===== src/hw/rtl/tpsfm_pkg.sv =====
// ----------------------------------------------------------------------------
// tpsfm_pkg : shared types and constants of the fuzzy matcher
// Byte and configuration widths, register indexes, tier codes and the
// structure that carries one candidate byte from the input stage to the core.
// ----------------------------------------------------------------------------
`default_nettype none

package tpsfm_pkg;

    localparam int DEF_MAX_PATTERN_BYTES = 16;
    localparam int BYTE_W                = 8;
    localparam int CFG_INDEX_W           = 2;
    localparam int CFG_DATA_W            = 64;
    localparam int LEN_FIELD_W           = 5;
    localparam int TIER_W                = 2;
    localparam int OUT_TDATA_W           = 8;

    localparam logic [BYTE_W-1:0] UNDERSCORE_BYTE = 8'h5F;
    localparam int                MIN_SUBWORD_LENGTH = 2;

    // Configuration register indexes.
    localparam logic [CFG_INDEX_W-1:0] CFG_PATTERN_LOW  = 2'd0;
    localparam logic [CFG_INDEX_W-1:0] CFG_PATTERN_HIGH = 2'd1;
    localparam logic [CFG_INDEX_W-1:0] CFG_PATTERN_LEN  = 2'd2;

    // Result tiers.
    typedef enum logic [TIER_W-1:0] {
        TIER_NONE    = 2'd0,
        TIER_FUZZY   = 2'd1,
        TIER_SUBWORD = 2'd2,
        TIER_PREFIX  = 2'd3
    } t_tier;

    // One candidate byte handed to the grading core.
    typedef struct packed {
        logic              valid;
        logic              last;
        logic [BYTE_W-1:0] cand;
    } t_item;

endpackage : tpsfm_pkg

`default_nettype wire


===== src/hw/rtl/tpsfm_core.sv =====
// ----------------------------------------------------------------------------
// tpsfm_core : per-candidate grading state and tier decision
// Holds the position, prefix flag, subword and fuzzy counters of the
// candidate in progress, updates them for one byte and, on the last byte,
// gives the tier and returns to the start-of-candidate state.
// ----------------------------------------------------------------------------
`default_nettype none

module tpsfm_core #(
    parameter int MAX_PATTERN_BYTES = tpsfm_pkg::DEF_MAX_PATTERN_BYTES
) (
    input  wire logic                                      i_clk,
    input  wire logic                                      i_rst_n,
    input  wire tpsfm_pkg::t_item                          i_item,
    input  wire logic [MAX_PATTERN_BYTES*tpsfm_pkg::BYTE_W-1:0] i_pattern,
    input  wire logic [$clog2(MAX_PATTERN_BYTES+1)-1:0]    i_length,
    output logic                                           o_tier_valid,
    output tpsfm_pkg::t_tier                               o_tier
);
    import tpsfm_pkg::*;

    localparam int CW    = $clog2(MAX_PATTERN_BYTES + 1);
    localparam int IW    = $clog2(MAX_PATTERN_BYTES);
    localparam int DEPTH = 1 << IW;
    localparam logic [CW-1:0] MAX_COUNT  = CW'(MAX_PATTERN_BYTES);
    localparam logic [CW-1:0] MIN_SUBLEN = CW'(MIN_SUBWORD_LENGTH);

    logic [BYTE_W-1:0] pat [DEPTH];

    logic [CW-1:0] r_pos,    n_pos;
    logic          r_prefix, n_prefix;
    logic [CW-1:0] r_sub,    n_sub;
    logic [CW-1:0] r_fuzzy,  n_fuzzy;
    logic          r_start,  n_start;

    // Pad the byte table to a power of two so every index is in range.
    always_comb begin
        for (int b = 0; b < DEPTH; b++) begin
            if (b < MAX_PATTERN_BYTES) begin
                pat[b] = i_pattern[b*BYTE_W +: BYTE_W];
            end else begin
                pat[b] = '0;
            end
        end
    end

    always_comb begin
        n_prefix = r_prefix;
        n_sub    = r_sub;
        n_fuzzy  = r_fuzzy;
        n_pos    = r_pos;
        if (r_pos < i_length && i_item.cand != pat[r_pos[IW-1:0]]) begin
            n_prefix = 1'b0;
        end
        if (r_start && r_sub < i_length && i_item.cand == pat[r_sub[IW-1:0]]) begin
            n_sub = r_sub + CW'(1);
        end
        if (r_fuzzy < i_length && i_item.cand == pat[r_fuzzy[IW-1:0]]) begin
            n_fuzzy = r_fuzzy + CW'(1);
        end
        n_start = (i_item.cand == UNDERSCORE_BYTE);
        if (r_pos < MAX_COUNT) begin
            n_pos = r_pos + CW'(1);
        end
    end

    always_comb begin
        if (i_length == '0) begin
            o_tier = TIER_PREFIX;
        end else if (n_pos < i_length) begin
            o_tier = TIER_NONE;
        end else if (n_prefix) begin
            o_tier = TIER_PREFIX;
        end else if (i_length >= MIN_SUBLEN && n_sub == i_length) begin
            o_tier = TIER_SUBWORD;
        end else if (n_fuzzy == i_length) begin
            o_tier = TIER_FUZZY;
        end else begin
            o_tier = TIER_NONE;
        end
    end

    assign o_tier_valid = i_item.valid && i_item.last;

    always_ff @(posedge i_clk) begin
        if (!i_rst_n || (i_item.valid && i_item.last)) begin
            r_pos    <= '0;
            r_prefix <= 1'b1;
            r_sub    <= '0;
            r_fuzzy  <= '0;
            r_start  <= 1'b1;
        end else if (i_item.valid) begin
            r_pos    <= n_pos;
            r_prefix <= n_prefix;
            r_sub    <= n_sub;
            r_fuzzy  <= n_fuzzy;
            r_start  <= n_start;
        end
    end

endmodule : tpsfm_core

`default_nettype wire


===== src/hw/rtl/tiered_prefix_subword_fuzzy_matcher.sv =====
// ----------------------------------------------------------------------------
// tiered_prefix_subword_fuzzy_matcher : grades candidate words against a pattern
// Candidate bytes stream in one item at a time; on the byte marked last the
// block returns one tier: exact prefix, subword, fuzzy or no match.
// ----------------------------------------------------------------------------
//
//  Channel  Dir  Handshake                    Payload
//  -------  ---  ---------------------------  --------------------------------
//  s_axis   in   i_s_axis_tvalid/o_s_axis_tready  tdata = candidate_byte,
//                                             tlast = final_byte
//  m_axis   out  o_m_axis_tvalid/i_m_axis_tready  tdata[1:0] = match_tier
//  cfg      in   i_cfg_valid/o_cfg_ready      i_cfg_index, i_cfg_data
//
// One byte is taken in every cycle while the input register is not stalled. A byte
// is held in the input register, where the core grades it, and for the last
// byte of a candidate the tier is registered in the output register. Only a
// last byte needs the output register, so other bytes keep flowing while a
// tier waits to be taken; a last byte stalls in the input register until the
// output register frees up.
// Reset (synchronous, active low) clears the pattern, the pipeline and the
// candidate state. The configuration port is always ready.
// ----------------------------------------------------------------------------
`default_nettype none

module tiered_prefix_subword_fuzzy_matcher #(
    parameter int MAX_PATTERN_BYTES = tpsfm_pkg::DEF_MAX_PATTERN_BYTES
) (
    input  wire logic                               i_clk,
    input  wire logic                               i_rst_n,
    // Candidate stream.
    input  wire logic                               i_s_axis_tvalid,
    output logic                                    o_s_axis_tready,
    input  wire logic [tpsfm_pkg::BYTE_W-1:0]       i_s_axis_tdata,  // [7:0] candidate_byte
    input  wire logic                               i_s_axis_tlast,
    // Result stream.
    output logic                                    o_m_axis_tvalid,
    input  wire logic                               i_m_axis_tready,
    output logic [tpsfm_pkg::OUT_TDATA_W-1:0]       o_m_axis_tdata,  // [1:0] match_tier, rest zero
    // Configuration writes.
    input  wire logic                               i_cfg_valid,
    output logic                                    o_cfg_ready,
    input  wire logic [tpsfm_pkg::CFG_INDEX_W-1:0]  i_cfg_index,
    input  wire logic [tpsfm_pkg::CFG_DATA_W-1:0]   i_cfg_data
);
    import tpsfm_pkg::*;

    localparam int CW = $clog2(MAX_PATTERN_BYTES + 1);
    localparam logic [LEN_FIELD_W-1:0] MAX_LEN = LEN_FIELD_W'(MAX_PATTERN_BYTES);
    localparam int HALF_BYTES = CFG_DATA_W / BYTE_W;

    // Pattern storage: only the bytes a legal length can reach are kept.
    logic [MAX_PATTERN_BYTES*BYTE_W-1:0] r_pattern;
    logic [CW-1:0]                       r_length;
    logic                                cfg_write;

    // Pipeline registers.
    t_item              r_in;
    logic               r_out_valid;
    t_tier              r_tier;

    t_item              core_item;
    logic               core_tier_valid;
    t_tier              core_tier;
    logic               drain;
    logic               in_accept;
    logic [LEN_FIELD_W-1:0] len_field;

    assign o_cfg_ready = 1'b1;
    assign cfg_write   = i_cfg_valid;
    assign len_field   = i_cfg_data[LEN_FIELD_W-1:0];

    // Lengths above the pattern capacity behave as a full-length pattern, so
    // the clamp is applied once, at the write.
    always_ff @(posedge i_clk) begin
        if (!i_rst_n) begin
            r_pattern <= '0;
            r_length  <= '0;
        end else if (cfg_write) begin
            for (int b = 0; b < MAX_PATTERN_BYTES; b++) begin
                if (b < HALF_BYTES && i_cfg_index == CFG_PATTERN_LOW) begin
                    r_pattern[b*BYTE_W +: BYTE_W] <= i_cfg_data[b*BYTE_W +: BYTE_W];
                end else if (b >= HALF_BYTES && i_cfg_index == CFG_PATTERN_HIGH) begin
                    r_pattern[b*BYTE_W +: BYTE_W] <=
                        i_cfg_data[(b-HALF_BYTES)*BYTE_W +: BYTE_W];
                end
            end
            if (i_cfg_index == CFG_PATTERN_LEN) begin
                r_length <= (len_field > MAX_LEN) ? CW'(MAX_PATTERN_BYTES)
                                                  : len_field[CW-1:0];
            end
        end
    end

    // The held byte moves on unless it is a last byte and the output register
    // still holds an untaken tier.
    assign drain           = !r_in.last || !r_out_valid || i_m_axis_tready;
    assign o_s_axis_tready = !r_in.valid || drain;
    assign in_accept       = i_s_axis_tvalid && o_s_axis_tready;

    always_ff @(posedge i_clk) begin
        if (!i_rst_n) begin
            r_in <= '0;
        end else if (o_s_axis_tready) begin
            r_in.valid <= in_accept;
            r_in.last  <= i_s_axis_tlast;
            r_in.cand  <= i_s_axis_tdata;
        end
    end

    always_comb begin
        core_item       = r_in;
        core_item.valid = r_in.valid && drain;
    end

    tpsfm_core #(
        .MAX_PATTERN_BYTES (MAX_PATTERN_BYTES)
    ) u_core (
        .i_clk        (i_clk),
        .i_rst_n      (i_rst_n),
        .i_item       (core_item),
        .i_pattern    (r_pattern),
        .i_length     (r_length),
        .o_tier_valid (core_tier_valid),
        .o_tier       (core_tier)
    );

    always_ff @(posedge i_clk) begin
        if (!i_rst_n) begin
            r_out_valid <= 1'b0;
        end else if (core_tier_valid) begin
            r_out_valid <= 1'b1;
        end else if (i_m_axis_tready) begin
            r_out_valid <= 1'b0;
        end
    end

    always_ff @(posedge i_clk) begin
        if (core_tier_valid) begin
            r_tier <= core_tier;
        end
    end

    assign o_m_axis_tvalid = r_out_valid;
    assign o_m_axis_tdata  = {{(OUT_TDATA_W-TIER_W){1'b0}}, r_tier};

endmodule : tiered_prefix_subword_fuzzy_matcher

`default_nettype wire


===== config.mk =====
export PLATFORM = sky130hd
export DESIGN_NAME = tiered_prefix_subword_fuzzy_matcher
export DESIGN_NICKNAME = d
export VERILOG_FILES = /design/src/hw/rtl/tpsfm_pkg.sv /design/src/hw/rtl/tpsfm_core.sv /design/src/hw/rtl/tiered_prefix_subword_fuzzy_matcher.sv
export SDC_FILE = /design/constraint.sdc
export NUM_CORES = 1
export LEC_CHECK = 0
export BUFFER_PORTS_ARGS = -buffer_cell sky130_fd_sc_hd__buf_2
export CORE_MARGIN = 3
export CORE_UTILIZATION = 55
export CTS_BUF_LIST = sky130_fd_sc_hd__clkbuf_16
export DETAILED_ROUTE_END_ITERATION = 10
export GPL_TIMING_DRIVEN = 0
export PLACE_DENSITY = 0.74
export SYNTH_ARGS = -nofsm -noshare
export SYNTH_HDL_FRONTEND = slang
export SYNTH_SLANG_ARGS = --single-unit

===== constraint.sdc =====
create_clock -name i_clk -period 3.13 [get_ports i_clk]
set_input_delay 0.313 -clock i_clk [delete_from_list [all_inputs] [get_ports i_clk]]
set_output_delay 0.313 -clock i_clk [all_outputs]
set_load 0.02 [all_outputs]

==> results of run 1 <==
==> registers in the layout (all words and copies together), names as in the netlist <==
register,flops
u_core.r_prefix,1
o_m_axis_tvalid,1
r_tier,2
core_item,9
r_pattern,128
u_core.r_pos,5
u_core.r_sub,5
u_core.r_fuzzy,5
r_in,1
u_core.r_start,1
r_length,5
==> cells in the mapped netlist (6+ instances only) <==
library cell,count
xnor2_1,38
nor2_1,40
buf_4,13
a21boi_0,136
buf_1,15
o221ai_1,7
o21ai_0,13
mux2_2,16
a21o_1,7
dfxtp_1,161
o22ai_1,8
mux4_2,81
xor2_1,18
nor2b_1,10
inv_1,17
nand3_1,8
a221o_1,6
ha_1,19
a21oi_1,18
nor3_1,9
nand3b_1,6
nand2b_1,8
mux2i_1,51
nand2_1,292
buf_2,17
clkbuf_1,56
==> power by group <==
part / switching, W / leakage, nW / internal, W
Combinational: 0.000339 / 2.73 / 0.000280
Sequential: 0.0000896 / 1.33 / 0.00214
Clock: 0.000954 / 0.282 / 0.00112
Total: 0.00138 / 4.34 / 0.00354
==> path summary, 6_finish.rpt <==
| path | startpoint | end | slack, ns | depth (start not counted) |
|---|---|---|---|---|
| setup / recovery | u_core.r_pos[1]$_SDFFE_PP0P_ | r_tier[1]$_SDFFCE_PN1P_ | -0.13 | 12 |
| setup reg to reg | u_core.r_pos[1]$_SDFFE_PP0P_ | r_tier[1]$_SDFFCE_PN1P_ | -0.13 | 12 |
| hold reg to reg | u_core.r_prefix$_SDFFE_PP1P_ | u_core.r_prefix$_SDFFE_PP1P_ | 0.46 | 1 |
| hold / removal | i_s_axis_tlast | core_item[8]$_SDFFE_PN0N_ | 0.09 | 2 |
==> layout by cell type (no fill, tap or decap), types with 18 or more instances in the layout <==
master / count
ha_1: 19
mux4_2: 82
clkbuf_1: 51
nand2_1: 292
mux2i_1: 44
nor2_1: 39
xor2_1: 18
xnor2_1: 37
a21boi_0: 136
inv_1: 18
buf_4: 30
dfxtp_1: 156
a21oi_1: 18
buf_2: 93
==> worst reg2reg max path, stage by stage (launching register included) <==
cell and delay (ns):
dfxtp_1 0.37, buf_2 0.32, buf_4 0.29, buf_4 0.27, nand2_1 0.26, o221ai_2 0.30
o22ai_1 0.17, xor2_1 0.24, nor4_2 0.11, a221oi_2 0.35, nor2_1 0.11, a31oi_1 0.16
o21ai_1 0.07
==> per-layer routing <==
| metal | global-route usage [%] | part of all wire (%) |
|---|---|---|
| met5 | 0 | 0 |
| met4 | 18.5 | 6.3 |
| met3 | 7.92 | 11 |
| met2 | 54.0 | 45 |
| met1 | 45.0 | 38 |
==> per-stage QoR <==
step	area, µm²	util [%]	cells	hold slack, ns	setup WS [ns]
2_1_floorplan	10500	-	1137	0.427	0.147
3_3_place_gp	11200	61.0	1448	0.438	-0.948
3_5_place_dp	11200	61.0	1448	0.450	-1.05
4_1_cts	12100	65.8	1490	0.0856	-0.0692
5_1_grt	12200	66.6	1497	0.0967	-0.164
6_report	12200	66.6	1497	0.0907	-0.133
==> area by class of cell <==
type,count,area [µm²]
inverters,19,75.1
repair buffers,100,566
flip-flops and latches,163,3290
plain buffers,104,643
clock inverters,15,150
well taps,229,287
clock buffers,17,425
fillers,1503,6120
multi-input cells,850,6770
==> kinds of logic (layout without fill, tap and decap cells) <==
family | count (synthesis) | after routing | synth area share [%]
xor gates and xnor gates | 56 | 56 | 4.69
muxes | 152 | 152 | 24.9
buffers and inverters | 124 | 255 | 5.41
and+or+nand+nor | 398 | 398 | 16.0
AOI/OAI and AO/OA | 218 | 218 | 15.3
DFF | 163 | 163 | 31.4
adders and majority gates | 19 | 19 | 2.27
other | 2 | 7 | 0.0718
==> repair_timing <==
action	in CTS	in global routing
setup endpoints to repair	13	11
pin swaps	6	6
cloned	1	0
setup buffers	10	7
resized for setup	64	24
==> impl_metrics.ini, run 1 <==
[sta]
period_share_pct = 104
slew_headroom_pct = 37.7
setup_viol = 4
drv_slew = 0
final-hold-violation-count = 0
tightest_slew_ns = 0.935
fmax_mhz = 306
finalWorstPathRequiredPeriod_ns = 3.26
rsz0062_at_grt = true
fin_setup_tns_ns = -0.337
skew_ns = 0.00743
fin_ws_ns = -0.133

[critical_path]
cp_slowest_stage_delay_ns = 0.37
required_ns = 3.32
crit_family = compound AO/OA/AOI/OAI gates
cp_cell_sequence = buf_2 -> buf_4 -> buf_4 -> nand2_1 -> o221ai_2 -> o22ai_1 -> xor2_1 -> nor4_2 -> a221oi_2 -> nor2_1 -> a31oi_1 -> o21ai_1
worstSetupEndpointType = register
cp_num_buf_inv = 3
worstSetupPathType = register to register
cpMostUsedCell = buf_4
cp_slowest_cell = dfxtp_1
cp-start-kind = register
crit_arrival_ns = 3.45
critPathMaxFanout = 10

[grt]
grt_pass1_vias = 9000
grt.total_usage_pct = 34.6
antenna_found_initial = 0
grt_first_pass_wirelength_um = 53200
grt_max_degree = 17
overflow = 0

[synthesis]
ys_warn_count = 0
synth_cells = 1132
yosysTopAreaCell = dfxtp_1
yosysUniqueCellTypes = 59
ys_ff_latch = 163
synth_top_area_share_pct = 30.8
ys_seq_area_share_pct = 31.4
avgSynthCellArea_um2 = 9.24
synthTopCellsByArea = dfxtp_1 31%, mux4_2 17%, nand2_1 10%
yosys_most_used_dff = dfxtp_1
synth-edff-count = 2
async_flop_share_pct = 0
synth.cell_area_um2 = 10500

[detailed_routing]
drc = 0
drtIter0Drc = 1185
wl_um = 35300
vias = 9505
vias_per_cell = 6.35
detail_route.wl_per_cell_um = 23.6
drtAntennaViolNets = 0
drtPass1Iterations = 7

[cts]
insertion_delay_ns = 0.44
cts_buffers = 17
cts_tree = yes
cts_hold_buf = 0
worst_setup_hold_path_clk_slew_ns = 0.07
cts_root_buf = clkbuf_16
cts_sinks = 163
htreeDepth = 4
cts_max_path_buffers = 2

[finish]
fin_nets = 1354
layout-drive-gt1-share_pct = 23.9
diodes = 0
area_growth_pct = 16.7

[die]
die_h_um = 144
coreArea_um2 = 18300
row_count = 49
initial_utilization_pct = 57.1
die_x_um = 144
die_area_um2 = 20700
ioPinCount = 91

[job]
maxCapViolCount = 0

[power_and_ir_drop]
ir_drop_uv = 388
totalPowerFinal_w = 0.00492
power_density_nw_per_um2 = 403
leakage_nw = 4.34

[min_path]
hold_path_class = primary input to register

[status]
violations = negative setup slack
status = complete, but fails checks

[placement]
hpwlAfterDp_um = 26700
io_buffers = 82
gp_congestion = 1.02
Note: power is estimated with default switching activity, not from simulation.
==> run 2: changes to the inputs <==
--- a/config.mk
+++ b/config.mk
@@ -11,7 +11,7 @@
 export CTS_BUF_LIST = sky130_fd_sc_hd__clkbuf_16
 export DETAILED_ROUTE_END_ITERATION = 10
 export GPL_TIMING_DRIVEN = 0
-export PLACE_DENSITY = 0.74
+export PLACE_DENSITY = 0.71
 export SYNTH_ARGS = -nofsm -noshare
 export SYNTH_HDL_FRONTEND = slang
 export SYNTH_SLANG_ARGS = --single-unit
==> constraint.sdc (replaced) <==
create_clock -name i_clk -period 3.2 [get_ports i_clk]
set_input_delay 0.32 -clock i_clk [delete_from_list [all_inputs] [get_ports i_clk]]
set_output_delay 0.32 -clock i_clk [all_outputs]
set_load 0.02 [all_outputs]
==> run 2 against run 1 <==
The flow still finishes with violations (negative setup slack). Combinational power fell by 3.7%. Clock skew rose by 0.0055 ns. Critical endpoint unchanged. Die area did not move. Wire length rose by 3.3%. Maximum frequency barely moved. Flip-flop and latch count did not move.
==> impl_metrics.ini, run 2 (synthesis results as in run 1) <==
[finish]
nFillCells = 1553
layout_common_cells = 292 x nand2_1, 155 x dfxtp_1, 136 x a21boi_0
layout-drive-gt1-share_pct = 23.5
area_growth_pct = 16.7
mostFrequentLayoutCell = nand2_1
diodes = 0
largest_register = r_pattern
fin_nets = 1350
largest_reg_flops = 128
fin_util_pct = 66.6
final_cells = 1493

[cts]
cts_root_buf = clkbuf_16
cts_tree = yes
cts_hold_buf = 0
insertion_delay_ns = 0.44
cts_sinks = 163
cts_buffers = 17
worst_setup_hold_path_clk_slew_ns = 0.07
htreeDepth = 4
cts_max_path_buffers = 2

[die]
coreArea_um2 = 18300
ioPinCount = 91
die_x_um = 144
row_count = 49
initial_utilization_pct = 57.1
die_area_um2 = 20700
die_h_um = 144

[sta]
slew_headroom_pct = 38.1
fmax_mhz = 306
skew_ns = 0.0129
tightest_slew_ns = 0.928
period_share_pct = 102
hold_ws_ns = 0.0831
fin_ws_ns = -0.0629
final-hold-violation-count = 0
drv_slew = 0
setup_viol = 2
rsz0062_at_grt = true
finalWorstPathRequiredPeriod_ns = 3.26

[grt]
grt_pass1_vias = 8923
grt_max_degree = 17
grt.total_usage_pct = 35.7
antenna_found_initial = 0
grt_first_pass_wirelength_um = 54000
overflow = 0

[power_and_ir_drop]
switching_power_w = 0.00137
power.internal_w = 0.00354
totalPowerFinal_w = 0.00491
power_density_nw_per_um2 = 402
p_seq_share_pct = 44.5
p_clk_share_pct = 43.4
sw_frac_of_total_pct = 27.9
ir_drop_uv = 357
leakage_nw = 4.32
p_comb_share_pct = 12.1

[critical_path]
cp-start-kind = register
critPathMaxFanout = 10
timing.rr.start = u_core.r_sub[1]$_SDFFE_PP0P_
r2r_cells = 10
crit_arrival_ns = 3.44
worstSetupPathType = register to register
worstSetupEndpointType = register
required_ns = 3.38
crit_path_start = u_core.r_sub[1]$_SDFFE_PP0P_

[status]
status = complete, but fails checks
violations = negative setup slack

[detailed_routing]
vias = 9419
drtIter0Drc = 1186
wl_um = 36400
drtPass1Iterations = 5
drc = 0
detail_route.wl_per_cell_um = 24.4
vias_per_cell = 6.31
drtAntennaViolNets = 0

[placement]
gp_congestion = 0.999
hpwlAfterDp_um = 27700
placed_cells = 1448
io_buffers = 82
pre_cts_slack_ns = -0.899

[job]
maxCapViolCount = 0

[min_path]
hold_path_class = primary input to register
worstHoldStart = i_s_axis_tlast
worstHoldPathCells = 2
[run 2: cell types whose count changed in the layout (fill, tap and decap cells not counted), moves of 2 or more]
cell        previous run  this run
o221ai_1               5         7
mux2i_2                4         8
clkbuf_4               0         2
inv_8                  2         4
buf_12                 8        10
buf_1                 11        13
buf_4                 30        21
buf_2                 93        91
mux2i_1               44        41
dfxtp_2                3         5
clkinvlp_4             3         0
o221ai_2               2         0
[run 2: critical path: stages (launching register included)]
cell      delay, ns
dfxtp_2        0.46
buf_4          0.29
buf_6          0.24
mux4_2         0.38
mux2i_4        0.25
xnor2_1        0.15
o41ai_2        0.35
nand3b_1       0.22
or3_4          0.38
a31oi_1        0.16
o21ai_0        0.09
[run 2: final timing paths]
kind	to	slack (ns)
worst max-delay path	r_tier[1]$_SDFFCE_PN1P_	-0.06
worst max register to register	r_tier[1]$_SDFFCE_PN1P_	-0.06
worst min-delay path	core_item[8]$_SDFFE_PN0N_	0.08
worst min register to register	u_core.r_prefix$_SDFFE_PP1P_	0.46
[run 2: what timing repair did]
action                                 4_1_cts  5_1_grt
endpoints found under the hold margin        0        0
buffers inserted                             5        7
setup endpoints to repair                   13        8
gates cloned                                 2        0
gates resized for setup                     63       20
pin swaps                                    8        9
[run 2: final cells by class]
class	count	area, µm²	share of cell area, %
multi-input cells	850	6730	55.1
well taps	229	287	2.35
flip-flops and latches	163	3290	27.0
inverters	19	72.6	0.595
repair buffers	96	601	4.92
clock inverters	15	170	1.39
clock buffers	17	425	3.49
plain buffers	104	632	5.18
[run 2: per-layer routing]
layer  global-route usage, %  part of all wire, %  wire length, µm  vias up
met5                       0                    0                0        -
met4                    17.0                  5.1             1850        0
met3                    8.69                   10             3710      136
met2                    55.4                   45            16500      541
met1                    47.1                   40            14400     4503
li1                        -                    -                -     4239
[run 2: per-stage QoR]
| step | setup TNS [ns] | instance area, µm² |
|---|---|---|
| floorplan | 0 | 10500 |
| global placement | -5.89 | 11200 |
| detailed placement | -5.84 | 11200 |
| CTS | 0 | 12100 |
| global route | -0.525 | 12200 |
| finish | -0.0811 | 12200 |
[run 2: power by group through the flow]
| stage | Combinational [W] | Clock (W) | Sequential [W] |
|---|---|---|---|
| floorplan | 0.000383 | 0 | 0.00218 |
| global placement | 0.000560 | 0 | 0.00222 |
| detailed placement | 0.000565 | 0 | 0.00222 |
| CTS | 0.000581 | 0.00213 | 0.00218 |
| global route | 0.000645 | 0.00223 | 0.00219 |
| finish | 0.000595 | 0.00213 | 0.00218 |
